==> src/gdsd_pkg.sv <==
// gdsd_pkg: shared constants, types and calendar helper functions
// for the date stepper; no dependencies
package gdsd_pkg;

  localparam logic [13:0] YEAR_LO   = 14'd1900;
  localparam logic [13:0] YEAR_HI   = 14'd10000;
  localparam logic [3:0]  MONTH_JAN = 4'd1;
  localparam logic [3:0]  MONTH_FEB = 4'd2;
  localparam logic [3:0]  MONTH_APR = 4'd4;
  localparam logic [3:0]  MONTH_JUN = 4'd6;
  localparam logic [3:0]  MONTH_SEP = 4'd9;
  localparam logic [3:0]  MONTH_NOV = 4'd11;
  localparam logic [3:0]  MONTH_DEC = 4'd12;
  localparam logic [4:0]  DAY_FIRST = 5'd1;
  localparam logic [4:0]  DAY_LAST_DEC = 5'd31;
  // 1 january 2000 fell on a saturday; 400 years later the pattern repeats
  localparam logic [2:0]  WD_JAN1_REF = 3'd6;
  localparam logic [8:0]  YEAR_DAYS = 9'd365;
  localparam logic [8:0]  LEAP_YEAR_DAYS = 9'd366;
  localparam logic [8:0]  CYCLE400_LAST = 9'd399;
  localparam logic [6:0]  CYCLE100_LAST = 7'd99;

  typedef struct packed {
    logic       done;
    logic [8:0] y400;
    logic [6:0] y100;
  } gdsd_mod_res_t;

  function automatic logic leap_of(input logic [1:0] y4, input logic [6:0] y100,
                                   input logic [8:0] y400);
    return ((y4 == 2'd0) && (y100 != 7'd0)) || (y400 == 9'd0);
  endfunction

  function automatic logic [4:0] month_len(input logic [3:0] m, input logic leap);
    logic [4:0] len;
    case (m)
      MONTH_APR, MONTH_JUN, MONTH_SEP, MONTH_NOV: len = 5'd30;
      MONTH_FEB: len = leap ? 5'd29 : 5'd28;
      default:   len = 5'd31;
    endcase
    return len;
  endfunction

  function automatic logic [2:0] wd_add(input logic [2:0] a, input logic [2:0] b);
    logic [3:0] s;
    s = {1'b0, a} + {1'b0, b};
    return (s >= 4'd7) ? 3'(s - 4'd7) : s[2:0];
  endfunction

  // residue mod 7 of a value below 32
  function automatic logic [2:0] mod7_5(input logic [4:0] x);
    logic [4:0] r;
    r = x;
    if (r >= 5'd28) r = r - 5'd28;
    if (r >= 5'd14) r = r - 5'd14;
    if (r >= 5'd7)  r = r - 5'd7;
    return r[2:0];
  endfunction

endpackage

==> src/gdsd_if.sv <==
// gdsd_in_if / gdsd_out_if: valid-ready channels for the date stepper
// depends on nothing; offset width follows OFFSET_BITS
interface gdsd_in_if #(parameter int OFFSET_BITS = 16) ();
  logic                   valid;
  logic                   ready;
  logic                   action;
  logic [4:0]             start_day;
  logic [3:0]             start_month;
  logic [13:0]            start_year;
  logic [OFFSET_BITS-1:0] offset;

  modport source (output valid, action, start_day, start_month, start_year, offset,
                  input ready);
  modport sink (input valid, action, start_day, start_month, start_year, offset,
                output ready);
endinterface

interface gdsd_out_if ();
  logic        valid;
  logic        ready;
  logic [4:0]  end_day;
  logic [3:0]  end_month;
  logic [13:0] end_year;
  logic [8:0]  ordinal_in_year;
  logic [2:0]  weekday;
  logic        clamped;

  modport source (output valid, end_day, end_month, end_year, ordinal_in_year, weekday,
                  clamped, input ready);
  modport sink (input valid, end_day, end_month, end_year, ordinal_in_year, weekday,
                clamped, output ready);
endinterface

==> src/gregorian_date_step_by_days.sv <==
// gregorian_date_step_by_days: walks a gregorian date forward or back one day a cycle
// the time from the accepted beat to the result beat grows with offset, year mod 400
// and month; a clamped walk stops early at 1/1/1900 or 31/12/10000
// throughput: one item at a time, input ready again once the result is loaded;
// the day walk loop and the year-cycle weekday walk set how long an item takes
// reset: synchronous active-low rst_n clears the sequencer and output valid only
module gregorian_date_step_by_days import gdsd_pkg::*; #(
  parameter int OFFSET_BITS = 16
) (
  input  logic        clk,
  input  logic        rst_n,
  gdsd_in_if.sink     in_if,
  gdsd_out_if.source  out_if
);

  // sequencer codes
  localparam logic [2:0] S_IDLE  = 3'd0;
  localparam logic [2:0] S_MOD   = 3'd1;
  localparam logic [2:0] S_FIX   = 3'd2;
  localparam logic [2:0] S_YWALK = 3'd3;
  localparam logic [2:0] S_MWALK = 3'd4;
  localparam logic [2:0] S_DADD  = 3'd5;
  localparam logic [2:0] S_STEP  = 3'd6;
  localparam logic [2:0] S_DONE  = 3'd7;

  logic [2:0]             state_r, state_nxt;
  logic                   dir_r, dir_nxt;
  logic [4:0]             day_r, day_nxt;
  logic [3:0]             month_r, month_nxt;
  logic [13:0]            year_r, year_nxt;
  logic [OFFSET_BITS-1:0] left_r, left_nxt;
  logic [8:0]             y400_r, y400_nxt;
  logic [6:0]             y100_r, y100_nxt;
  logic [8:0]             k_r, k_nxt;
  logic [6:0]             k100_r, k100_nxt;
  logic [2:0]             wd_r, wd_nxt;
  logic [8:0]             ord_r, ord_nxt;
  logic [3:0]             mi_r, mi_nxt;
  logic                   clamp_r, clamp_nxt;

  logic                   out_valid_r, out_valid_nxt;
  logic [4:0]             o_day_r;
  logic [3:0]             o_month_r;
  logic [13:0]            o_year_r;
  logic [8:0]             o_ord_r;
  logic [2:0]             o_wd_r;
  logic                   o_clamp_r;

  logic                   accept;
  logic                   load_out;
  logic                   mod_start;
  gdsd_mod_res_t          mod_res;

  // calendar views of the working date
  logic                   leap_cur;
  logic                   leap_prev;
  logic                   leap_k;
  logic [4:0]             ml_cur;
  logic [4:0]             ml_prev_month;
  logic [4:0]             ml_walk;
  logic [8:0]             y400_dec;
  logic [6:0]             y100_dec;
  logic [13:0]            year_dec;
  logic                   at_hi;
  logic                   at_lo;
  logic [4:0]             day_fix;

  assign accept    = in_if.valid && in_if.ready;
  assign mod_start = accept;
  assign in_if.ready = (state_r == S_IDLE);
  assign load_out  = (state_r == S_DONE) && (!out_valid_r || out_if.ready);

  gdsd_mod_unit u_mod (
    .clk     (clk),
    .rst_n   (rst_n),
    .start   (mod_start),
    .year_in (year_nxt),
    .res     (mod_res)
  );

  // previous-year counters, used when stepping back over new year
  assign y400_dec = (y400_r == 9'd0) ? CYCLE400_LAST : y400_r - 9'd1;
  assign y100_dec = (y100_r == 7'd0) ? CYCLE100_LAST : y100_r - 7'd1;
  assign year_dec = year_r - 14'd1;

  assign leap_cur  = leap_of(year_r[1:0], y100_r, y400_r);
  assign leap_prev = leap_of(year_dec[1:0], y100_dec, y400_dec);
  // year 2000+k inside one 400-year cycle
  assign leap_k    = ((k_r[1:0] == 2'd0) && (k100_r != 7'd0)) || (k_r == 9'd0);

  assign ml_cur        = month_len(month_r, leap_cur);
  assign ml_prev_month = month_len(month_r - 4'd1, leap_cur);
  assign ml_walk       = month_len(mi_r, leap_cur);

  assign at_hi = (year_r == YEAR_HI) && (month_r == MONTH_DEC) && (day_r == DAY_LAST_DEC);
  assign at_lo = (year_r == YEAR_LO) && (month_r == MONTH_JAN) && (day_r == DAY_FIRST);

  assign day_fix = (day_r > ml_cur) ? ml_cur : day_r;

  always_comb begin
    state_nxt = state_r;
    dir_nxt   = dir_r;
    day_nxt   = day_r;
    month_nxt = month_r;
    year_nxt  = year_r;
    left_nxt  = left_r;
    y400_nxt  = y400_r;
    y100_nxt  = y100_r;
    k_nxt     = k_r;
    k100_nxt  = k100_r;
    wd_nxt    = wd_r;
    ord_nxt   = ord_r;
    mi_nxt    = mi_r;
    clamp_nxt = clamp_r;

    case (state_r)
      S_IDLE: begin
        if (accept) begin
          // fold the start fields into range; day vs month length waits for the leap flag
          dir_nxt   = in_if.action;
          left_nxt  = in_if.offset;
          clamp_nxt = 1'b0;
          if (in_if.start_month < MONTH_JAN) begin
            month_nxt = MONTH_JAN;
          end else if (in_if.start_month > MONTH_DEC) begin
            month_nxt = MONTH_DEC;
          end else begin
            month_nxt = in_if.start_month;
          end
          if (in_if.start_year < YEAR_LO) begin
            year_nxt = YEAR_LO;
          end else if (in_if.start_year > YEAR_HI) begin
            year_nxt = YEAR_HI;
          end else begin
            year_nxt = in_if.start_year;
          end
          day_nxt   = (in_if.start_day < DAY_FIRST) ? DAY_FIRST : in_if.start_day;
          state_nxt = S_MOD;
        end
      end

      S_MOD: begin
        if (mod_res.done) begin
          y400_nxt  = mod_res.y400;
          y100_nxt  = mod_res.y100;
          state_nxt = S_FIX;
        end
      end

      S_FIX: begin
        day_nxt   = day_fix;
        k_nxt     = 9'd0;
        k100_nxt  = 7'd0;
        wd_nxt    = WD_JAN1_REF;
        state_nxt = S_YWALK;
      end

      S_YWALK: begin
        // weekday of 1 january: walk the 400-year cycle up to this year
        if (k_r == y400_r) begin
          ord_nxt   = 9'd0;
          mi_nxt    = MONTH_JAN;
          state_nxt = S_MWALK;
        end else begin
          wd_nxt   = wd_add(wd_r, leap_k ? 3'd2 : 3'd1);
          k_nxt    = k_r + 9'd1;
          k100_nxt = (k100_r == CYCLE100_LAST) ? 7'd0 : k100_r + 7'd1;
        end
      end

      S_MWALK: begin
        // add whole months before the start month
        if (mi_r == month_r) begin
          state_nxt = S_DADD;
        end else begin
          ord_nxt = ord_r + {4'd0, ml_walk};
          wd_nxt  = wd_add(wd_r, 3'(ml_walk - 5'd28));
          mi_nxt  = mi_r + 4'd1;
        end
      end

      S_DADD: begin
        ord_nxt   = ord_r + {4'd0, day_r};
        wd_nxt    = wd_add(wd_r, mod7_5(day_r - 5'd1));
        state_nxt = S_STEP;
      end

      S_STEP: begin
        if (left_r == '0) begin
          state_nxt = S_DONE;
        end else if (!dir_r) begin
          if (at_hi) begin
            clamp_nxt = 1'b1;
            state_nxt = S_DONE;
          end else begin
            left_nxt = left_r - OFFSET_BITS'(1);
            wd_nxt   = wd_add(wd_r, 3'd1);
            if (day_r < ml_cur) begin
              day_nxt = day_r + 5'd1;
              ord_nxt = ord_r + 9'd1;
            end else if (month_r < MONTH_DEC) begin
              month_nxt = month_r + 4'd1;
              day_nxt   = DAY_FIRST;
              ord_nxt   = ord_r + 9'd1;
            end else begin
              // new year's day
              year_nxt  = year_r + 14'd1;
              month_nxt = MONTH_JAN;
              day_nxt   = DAY_FIRST;
              ord_nxt   = 9'd1;
              y400_nxt  = (y400_r == CYCLE400_LAST) ? 9'd0 : y400_r + 9'd1;
              y100_nxt  = (y100_r == CYCLE100_LAST) ? 7'd0 : y100_r + 7'd1;
            end
          end
        end else begin
          if (at_lo) begin
            clamp_nxt = 1'b1;
            state_nxt = S_DONE;
          end else begin
            left_nxt = left_r - OFFSET_BITS'(1);
            wd_nxt   = wd_add(wd_r, 3'd6);
            if (day_r > DAY_FIRST) begin
              day_nxt = day_r - 5'd1;
              ord_nxt = ord_r - 9'd1;
            end else if (month_r > MONTH_JAN) begin
              // last day of the previous month, at its own length
              month_nxt = month_r - 4'd1;
              day_nxt   = ml_prev_month;
              ord_nxt   = ord_r - 9'd1;
            end else begin
              year_nxt  = year_dec;
              month_nxt = MONTH_DEC;
              day_nxt   = DAY_LAST_DEC;
              ord_nxt   = leap_prev ? LEAP_YEAR_DAYS : YEAR_DAYS;
              y400_nxt  = y400_dec;
              y100_nxt  = y100_dec;
            end
          end
        end
      end

      S_DONE: begin
        if (load_out) state_nxt = S_IDLE;
      end

      default: state_nxt = S_IDLE;
    endcase
  end

  // output register: result beat waits here while the next item may start
  always_comb begin
    out_valid_nxt = out_valid_r && !out_if.ready;
    if (load_out) out_valid_nxt = 1'b1;
  end

  always_ff @(posedge clk) begin
    if (!rst_n) begin
      state_r     <= S_IDLE;
      out_valid_r <= 1'b0;
    end else begin
      state_r     <= state_nxt;
      out_valid_r <= out_valid_nxt;
    end
    dir_r   <= dir_nxt;
    day_r   <= day_nxt;
    month_r <= month_nxt;
    year_r  <= year_nxt;
    left_r  <= left_nxt;
    y400_r  <= y400_nxt;
    y100_r  <= y100_nxt;
    k_r     <= k_nxt;
    k100_r  <= k100_nxt;
    wd_r    <= wd_nxt;
    ord_r   <= ord_nxt;
    mi_r    <= mi_nxt;
    clamp_r <= clamp_nxt;
    if (load_out) begin
      o_day_r   <= day_r;
      o_month_r <= month_r;
      o_year_r  <= year_r;
      o_ord_r   <= ord_r;
      o_wd_r    <= wd_r;
      o_clamp_r <= clamp_r;
    end
  end

  assign out_if.valid           = out_valid_r;
  assign out_if.end_day         = o_day_r;
  assign out_if.end_month       = o_month_r;
  assign out_if.end_year        = o_year_r;
  assign out_if.ordinal_in_year = o_ord_r;
  assign out_if.weekday         = o_wd_r;
  assign out_if.clamped         = o_clamp_r;

`ifndef SYNTH
  a_accept_starts_mod: assert property (@(posedge clk) disable iff (!rst_n)
    accept |=> state_r == S_MOD)
    else $error("accepted beat did not start the sequencer");
  a_step_day_in_month: assert property (@(posedge clk) disable iff (!rst_n)
    state_r == S_STEP |-> day_r >= DAY_FIRST && day_r <= ml_cur)
    else $error("day left its month while stepping");
  a_clamp_at_limit: assert property (@(posedge clk) disable iff (!rst_n)
    out_valid_r && o_clamp_r |->
      (o_year_r == YEAR_LO && o_month_r == MONTH_JAN && o_day_r == DAY_FIRST) ||
      (o_year_r == YEAR_HI && o_month_r == MONTH_DEC && o_day_r == DAY_LAST_DEC))
    else $error("clamped result is not a range limit");
  a_result_ranges: assert property (@(posedge clk) disable iff (!rst_n)
    out_valid_r |-> o_wd_r < 3'd7 && o_ord_r >= 9'd1 && o_ord_r <= LEAP_YEAR_DAYS)
    else $error("weekday or ordinal out of range");
  a_step_counts_down: assert property (@(posedge clk) disable iff (!rst_n)
    state_r == S_STEP && state_nxt == S_STEP |=> left_r == $past(left_r) - OFFSET_BITS'(1))
    else $error("day counter did not advance");
`endif

endmodule

==> src/gdsd_mod_unit.sv <==
// gdsd_mod_unit: restoring compare-subtract unit giving year mod 400 and mod 100
// depends on gdsd_pkg
module gdsd_mod_unit import gdsd_pkg::*; (
  input  logic          clk,
  input  logic          rst_n,
  input  logic          start,
  input  logic [13:0]   year_in,
  output gdsd_mod_res_t res
);

  logic        busy_r, busy_nxt;
  logic        done_r, done_nxt;
  logic [2:0]  step_r, step_nxt;
  logic [13:0] rem_r, rem_nxt;
  logic [8:0]  y400_r, y400_nxt;
  logic [13:0] div;
  logic [13:0] rem_sub;

  // 400 and 100 scaled down step by step
  always_comb begin
    case (step_r)
      3'd0:    div = 14'd6400;
      3'd1:    div = 14'd3200;
      3'd2:    div = 14'd1600;
      3'd3:    div = 14'd800;
      3'd4:    div = 14'd400;
      3'd5:    div = 14'd200;
      default: div = 14'd100;
    endcase
  end

  assign rem_sub = (rem_r >= div) ? rem_r - div : rem_r;

  always_comb begin
    busy_nxt = busy_r;
    done_nxt = 1'b0;
    step_nxt = step_r;
    rem_nxt  = rem_r;
    y400_nxt = y400_r;
    if (start) begin
      busy_nxt = 1'b1;
      step_nxt = 3'd0;
      rem_nxt  = year_in;
    end else if (busy_r) begin
      rem_nxt  = rem_sub;
      step_nxt = step_r + 3'd1;
      if (step_r == 3'd4) y400_nxt = rem_sub[8:0];
      if (step_r == 3'd6) begin
        busy_nxt = 1'b0;
        done_nxt = 1'b1;
      end
    end
  end

  always_ff @(posedge clk) begin
    if (!rst_n) begin
      busy_r <= 1'b0;
      done_r <= 1'b0;
      step_r <= 3'd0;
    end else begin
      busy_r <= busy_nxt;
      done_r <= done_nxt;
      step_r <= step_nxt;
    end
    rem_r  <= rem_nxt;
    y400_r <= y400_nxt;
  end

  assign res.done = done_r;
  assign res.y400 = y400_r;
  assign res.y100 = rem_r[6:0];

`ifndef SYNTH
  a_done_after_busy: assert property (@(posedge clk) disable iff (!rst_n)
    done_r |-> !busy_r && $past(busy_r))
    else $error("mod unit done without a run");
  a_rem_small_at_done: assert property (@(posedge clk) disable iff (!rst_n)
    done_r |-> (rem_r < 14'd100) && (y400_r < 9'd400))
    else $error("mod unit residue out of range");
  a_start_clears_step: assert property (@(posedge clk) disable iff (!rst_n)
    start |=> busy_r && step_r == 3'd0)
    else $error("mod unit did not restart");
`endif

endmodule
==> src/flat_wrapper.sv <==
// flat-port wrapper written by rule: the top's interface ports become plain ports
module gregorian_date_step_by_days_flat import gdsd_pkg::*;
#(
  parameter int OFFSET_BITS = 16
)
  (clk, rst_n, in_if_valid, in_if_action, in_if_start_day, in_if_start_month, in_if_start_year, in_if_offset, in_if_ready, out_if_valid, out_if_end_day, out_if_end_month, out_if_end_year, out_if_ordinal_in_year, out_if_weekday, out_if_clamped, out_if_ready);
  gdsd_in_if #(.OFFSET_BITS(OFFSET_BITS)) in_if_i ();
  gdsd_out_if out_if_i ();
  input  logic clk;
  input  logic rst_n;
  input wire logic [$bits(in_if_i.valid)-1:0] in_if_valid;
  input wire logic [$bits(in_if_i.action)-1:0] in_if_action;
  input wire logic [$bits(in_if_i.start_day)-1:0] in_if_start_day;
  input wire logic [$bits(in_if_i.start_month)-1:0] in_if_start_month;
  input wire logic [$bits(in_if_i.start_year)-1:0] in_if_start_year;
  input wire logic [$bits(in_if_i.offset)-1:0] in_if_offset;
  output wire logic [$bits(in_if_i.ready)-1:0] in_if_ready;
  output wire logic [$bits(out_if_i.valid)-1:0] out_if_valid;
  output wire logic [$bits(out_if_i.end_day)-1:0] out_if_end_day;
  output wire logic [$bits(out_if_i.end_month)-1:0] out_if_end_month;
  output wire logic [$bits(out_if_i.end_year)-1:0] out_if_end_year;
  output wire logic [$bits(out_if_i.ordinal_in_year)-1:0] out_if_ordinal_in_year;
  output wire logic [$bits(out_if_i.weekday)-1:0] out_if_weekday;
  output wire logic [$bits(out_if_i.clamped)-1:0] out_if_clamped;
  input wire logic [$bits(out_if_i.ready)-1:0] out_if_ready;
  assign in_if_i.valid = in_if_valid;
  assign in_if_i.action = in_if_action;
  assign in_if_i.start_day = in_if_start_day;
  assign in_if_i.start_month = in_if_start_month;
  assign in_if_i.start_year = in_if_start_year;
  assign in_if_i.offset = in_if_offset;
  assign in_if_ready = in_if_i.ready;
  assign out_if_valid = out_if_i.valid;
  assign out_if_end_day = out_if_i.end_day;
  assign out_if_end_month = out_if_i.end_month;
  assign out_if_end_year = out_if_i.end_year;
  assign out_if_ordinal_in_year = out_if_i.ordinal_in_year;
  assign out_if_weekday = out_if_i.weekday;
  assign out_if_clamped = out_if_i.clamped;
  assign out_if_i.ready = out_if_ready;
  gregorian_date_step_by_days #(.OFFSET_BITS(OFFSET_BITS)) u_core (.clk(clk), .rst_n(rst_n), .in_if(in_if_i), .out_if(out_if_i));
endmodule
==> config.mk <==
export PLATFORM = sky130hd
export DESIGN_NAME = gregorian_date_step_by_days_flat
export DESIGN_NICKNAME = d
export VERILOG_FILES = /design/src/gdsd_pkg.sv /design/src/gdsd_if.sv /design/src/gregorian_date_step_by_days.sv /design/src/gdsd_mod_unit.sv /design/src/flat_wrapper.sv
export SDC_FILE = /design/constraint.sdc
export NUM_CORES = 1
export LEC_CHECK = 0
export BUFFER_PORTS_ARGS = -buffer_cell sky130_fd_sc_hd__buf_4
export CORE_AREA = 8 8 161 163
export CTS_CLUSTER_SIZE = 16
export DETAILED_ROUTE_END_ITERATION = 8
export DIE_AREA = 0 0 169 171
export GPL_TIMING_DRIVEN = 0
export PLACE_DENSITY = 0.71
export SKIP_LAST_GASP = 1
export SYNTH_ARGS = -nofsm -noshare
export SYNTH_HDL_FRONTEND = slang
export SYNTH_SLANG_ARGS = --single-unit
==> constraint.sdc <==
create_clock -name clk -period 6.3 [get_ports clk]
set_clock_uncertainty 0.2 [all_clocks]
set_input_delay 1.26 -clock clk [delete_from_list [all_inputs] [get_ports clk]]
set_output_delay 1.26 -clock clk [all_outputs]
set_load 0.05 [all_outputs]
Word-level counts from Yosys, hierarchy flattened. Cells that the tools add are included.

$add $sub $neg: 34. $lt $le $gt $ge: 19. Equality and inequality tests: 58. Mux-type cells: 133. Bitwise logic cells: 3. Reductions and logical operators: 56.

Operator list (number): $mux 9 (22); $mux 14 (14); $mux 7 (13); $mux 16 (5); $pmux 13 s6 (1); $mux 5 (14); $mux 3 (22); $mux 4 (13); $pmux 9 s2 (2); $pmux 9 s4 (1); $pmux 16 s2 (1); $eq 4x4->1 const B (7); $pmux 14 s2 (1); $pmux 7 s2 (2); $add 9x1->9 const B (3); $logic_not 9->1 (3); $eq 4x3->1 const B (6); $pmux 3 s8 (1); $eq 3x3->1 const B (7); $reduce_bool 7->1 (3); $sub 3x3->3 const B (7); $ge 4x3->1 const B (5); $pmux 5 s2 (2); $add 9x5->9 (2); 79 further kinds (146).

Register bits after elaboration: 157. Input port bits: 44. Output and inout port bits: 38.

Logic depth before layout (Yosys ltp).
Word-level depth: 14. Mapped depth: 25.

Modules after synthesis. From an unflattened synthesis, not the netlist that was laid out.

Cells, all modules: 1310. Area, all modules: 11732.5 um2.

By module, submodules not included: gregorian_date_step_by_days (times used 1, cells each 1121, area an instance 9764.4 um2, seq. area each 3693.5 um2); gdsd_mod_unit (times used 1, cells each 189, area an instance 1968.1 um2, seq. area each 790.8 um2).

Least setup slack after synthesis. No wires, ideal clock.

Path type: register to register. Start point: register u_core.day_r[0]. End point: register u_core.wd_r[1] (data pin). Arrival: 5426 ps. Data required time: 5830 ps. Slack: 404 ps. Cell stages (with the launch flop): 26. Buffers on the path: 1. Clock period less this slack: 5896 ps. Cell sequence: edfxtp_1 > clkbuf_1 > inv_1 > ha_1 > xor2_1 > ha_1 > and4b_1 > a311oi_1 > a21oi_1 > or2_2 > ha_1 > a31o_2 > xnor2_1 > ha_1 > nand2b_1 > a311o_1 > o21ai_0 > o32ai_1 > a21boi_0 > fa_1 > inv_1 > ha_1 > a21oi_1 > mux2_2 > o22ai_1 > a21oi_1.

Longest elaborated chain between the ends: 14.

RTL lines: start, declared (RTL line gregorian_date_step_by_days.sv:28) `logic [4:0] day_r, day_nxt;`; start signal, assigned (RTL line gregorian_date_step_by_days.sv:265) `day_r <= day_nxt;`; $sub 5x1->5 (*) (RTL line gregorian_date_step_by_days.sv:184) `wd_nxt = wd_add(wd_r, mod7_5(day_r - 5'd1));`; $sub 5x5->5 / $ge 5x5->1 (equally long branches) (RTL line gdsd_pkg.sv:54) `if (r >= 5'd28) r = r - 5'd28;`; $mux 5 (*) (RTL line gdsd_pkg.sv:54); $mux 5 (*) (RTL line gregorian_date_step_by_days.sv:116) `case (state_r)`; $sub 5x4->5 / $ge 5x4->1 (equally long branches) (RTL line gdsd_pkg.sv:55) `if (r >= 5'd14) r = r - 5'd14;`; $mux 5 (*) (RTL line gdsd_pkg.sv:55); $mux 5 (*) (RTL line gregorian_date_step_by_days.sv:116); $ge 5x3->1 / $sub 3x3->3 (equally long branches) (RTL line gdsd_pkg.sv:56) `if (r >= 5'd7) r = r - 5'd7;`; $mux 3 (*) (RTL line gdsd_pkg.sv:56); $mux 3 (*) (RTL line gregorian_date_step_by_days.sv:116); $add 3x3->4 (*) (RTL line gdsd_pkg.sv:46) `s = {1'b0, a} + {1'b0, b};`; $ge 4x3->1 / $sub 3x3->3 (equally long branches) (RTL line gdsd_pkg.sv:47) `return (s >= 4'd7) ? 3'(s - 4'd7) : s[2:0];`; $mux 3 (*) (RTL line gdsd_pkg.sv:47); $pmux 3 s5 (*) (RTL line gregorian_date_step_by_days.sv:116); via u_core.wd_nxt[1] (RTL line gregorian_date_step_by_days.sv:36) `logic [2:0] wd_r, wd_nxt;`; end signal, assigned (RTL line gregorian_date_step_by_days.sv:273) `wd_r <= wd_nxt;`; end, declared (RTL line gregorian_date_step_by_days.sv:36).

Mark *: on every way through the listed nets, which the timed path passes. The rest lies on a longest branch. The select of a mux whose other input is x is not followed. A chain may end at the register's enable or synchronous reset.

Worst setup path in the final report.
Start point: register u_core.day_r[1]. End point: register u_core.wd_r[1] (data pin).

Same word-level chain as after synthesis.

==> reports/qor.yml <==
outcome: "finished, final reports clean"
fin_crit_sh_pct: 95.9
tightest_slew_ps: 1080
firstDrtPassIters: 7
hold_start: "u_core.year_r[6]"
slew_viol_final: 0
yosysTopAreaCell: "edfxtp_1"
post-dp-hpwl_um: 24600
cp_data_arrival_time_ps: 6000
p_leak_nw: 5.02
finish.instance_area_um2: 13300
io_pins: 82
relSlewSlack_pct: 26.3
holdBufCountCts: 0
yosys_warnings: 0
post-route-min-period_ps: 6040
holdPathStages: 0
syn_inst: 1281
layout-drive-gt1-share_pct: 12.9
hold_class: "flip-flop to flip-flop"
clk_pin_slew_worst_paths_ps: 70
tritoncts: "yes"
critical_path_class: "flip-flop to flip-flop"
place_area_um2: 12500
grt.overflow.total: 0
worstSetupEndpointType: "flip-flop"
yosys.area.top_type_share_pct: 35.0
die_y_um: 171
nets: 1512
root_buffer: "clkbuf_16"
grt_start_max_net_pins: 36
avgRoutedWirePerCell_um: 19.2
cap_violations: 0
pwr_density_cell_nw_per_um2: 515
grtUsageTotal_pct: 22.8
ant_nets: 0
setup.worst_path.start: "u_core.day_r[1]"
grt_first_pass_wirelength_um: 52200
async_flop_share_pct: 0
die_area_um2: 28900
worstPathRequired_ps: 6260
ff2ff_path_depth: 25
port-buffer-count: 81
dr_total_vias: 10400
fmax_mhz: 165
num_antenna_cells: 0
synth_area_leaders: "edfxtp_1 (35%), ha_1 (7.6%), nand2_1 (4.6%)"
synthesis.area_um2: 11500
synth-edff-count: 134
timing.final.hold_violations: 0
r2r-start: "u_core.day_r[1]"
synth_seq_cells: 157
setup_viol: 0
syn_nets: 1400
antenna_found_initial: 0
cp_num_buf_inv: 3
drt_iter0_markers: 1176
hold_slack_ps: 231
first_global_vias: 9834
cp-start-kind: "flip-flop"
clock_latency_ps: 440
area_growth_pct: 15.5
cp_common_cell: "ha_1"
ys_types: 86
routabilityCongestion: 0.952
vdd_drop_max_mv: 0.363
setup_tns_ps: 0
cp_max_fo: 8
worst_path_largest_cell_delay_ps: 520
cts_buffers: 17
die_w_um: 169
drc: 0
synth_ff_type: "edfxtp_1"
cts_max_path_buffers: 2
synthTopCellsByCount: "nand2_1 (141), edfxtp_1 (134), nor2_1 (117)"
via_per_inst: 6.03
initial_utilization_pct: 49.4
synth_area_per_cell_um2: 8.96
ys_seq_area_share_pct: 39.1
critical-path-slowest-cell: "fa_1"
synth_most_common_cell: "nand2_1"
drt_wl_total_um: 33200
fin_util_pct: 57.0
crit_cells: 25
core.rowCount: 56
cts_sinks: 157
htreeDepth: 4
design.core.area_um2: 23300
critPathTopFamily: "compound AO/OA/AOI/OAI gates"
p_total_mw: 6.83
-- cells in the final DEF, fill, tap and decap left out, types with 9 or more instances in the layout --
cell type	instances
a211oi_1	9
a21o_1	10
a21oi_1	60
a31oi_1	16
and2_1	10
and3_1	12
buf_2	9
buf_4	92
clkbuf_1	50
clkbuf_16	17
dfxtp_1	23
edfxtp_1	134
ha_1	68
inv_1	54
mux2_2	9
mux2i_1	9
nand2_1	141
nand2b_1	16
nand3_1	52
nand4_1	11
nor2_1	117
nor3_1	39
nor4_1	16
o211ai_1	13
o21a_1	15
o21ai_0	99
o22ai_1	9
or3_1	10
xnor2_1	58
xor2_1	41
-- flip-flops by register name, summed over array words and instances (netlist names), 7 cells and up --
signal and flops:
u_core.out_if.end_year 14, u_core.ord_r 9, u_core.k100_r 7, u_core.u_mod.rem_r 14
u_core.left_r 16, u_core.out_if.ordinal_in_year 9, u_core.year_r 14, u_core.y100_r 7
u_core.u_mod.y400_r 9, u_core.y400_r 9, u_core.k_r 9
-- worst reg2reg max path: stages (launching register included) --
cell	delay (ps)
edfxtp_1	510
inv_1	140
ha_4	210
xor2_2	160
ha_2	190
buf_4	140
and4b_1	180
a311oi_1	250
a21oi_1	130
or2_2	320
ha_1	250
a31o_2	250
xnor2_1	150
ha_1	340
nand2b_1	70
a311o_1	340
o21ai_0	80
o32ai_1	120
a21boi_0	160
fa_1	520
inv_1	50
ha_1	220
a21oi_2	170
mux2_2	370
o22ai_1	150
a21oi_1	90
-- worst paths after layout --
path / slack (ps) / endpoint
min: 230 / u_core.out_if.end_year[6]
min reg2reg: 230 / u_core.out_if.end_year[6]
max reg2reg: 260 / u_core.wd_r[1]
max: 260 / u_core.wd_r[1]
-- report_power, final --
part | switching [mW] | leakage [nW] | total (mW) | internal [mW]
registers | 0.306 | 1.43 | 1.87 | 1.57
logic | 2.30 | 3.31 | 3.89 | 1.59
clock network | 0.470 | 0.285 | 1.07 | 0.597
total | 3.08 | 5.02 | 6.83 | 3.75
-- layer usage --
| metal | track usage [%] | up-vias | routed length (µm) |
|---|---|---|---|
| li1 | - | 4930 | - |
| met1 | 29.2 | 4920 | 14000 |
| met2 | 37.0 | 481 | 15400 |
| met3 | 4.63 | 75 | 2690 |
| met4 | 9.66 | 0 | 1110 |
| met5 | 0 | - | 0 |
-- through the flow --
stage | cells | setup slack (ps)
after floorplan | 1281 | 404
after global placement | 1681 | -420
after detailed placement | 1684 | -555
after CTS | 1717 | 5.74
after global routing | 1725 | -33.6
final | 1725 | 257
-- cells by family after synthesis --
| group | after synthesis | share of synthesized area [%] |
|---|---|---|
| buffers and inverters | 129 | 4.48 |
| adder cells (fa/ha/maj) | 75 | 8.50 |
| AND/OR/NAND/NOR | 476 | 20.2 |
| AO/OA/AOI/OAI | 326 | 18.5 |
| flip-flops | 157 | 39.1 |
| XOR/XNOR | 100 | 7.63 |
| multiplexers | 18 | 1.67 |
-- timing repair --
item,CTS,global route
pin swaps,0,4
buffers inserted,1,8
endpoints found under the setup margin,3,3
gates resized for setup,5,7
-- area by class of cell --
type,instances,area [µm²]
Buffer,71,304
Timing Repair Buffer,93,718
Clock inverter,15,173
Inverter,58,220
Multi-Input combinational cell,995,6530
Sequential cell,157,4480
Tap cell,319,399
Fill cell,2104,10000
Clock buffer,17,425
Note: power is estimated with default switching activity, not from simulation.
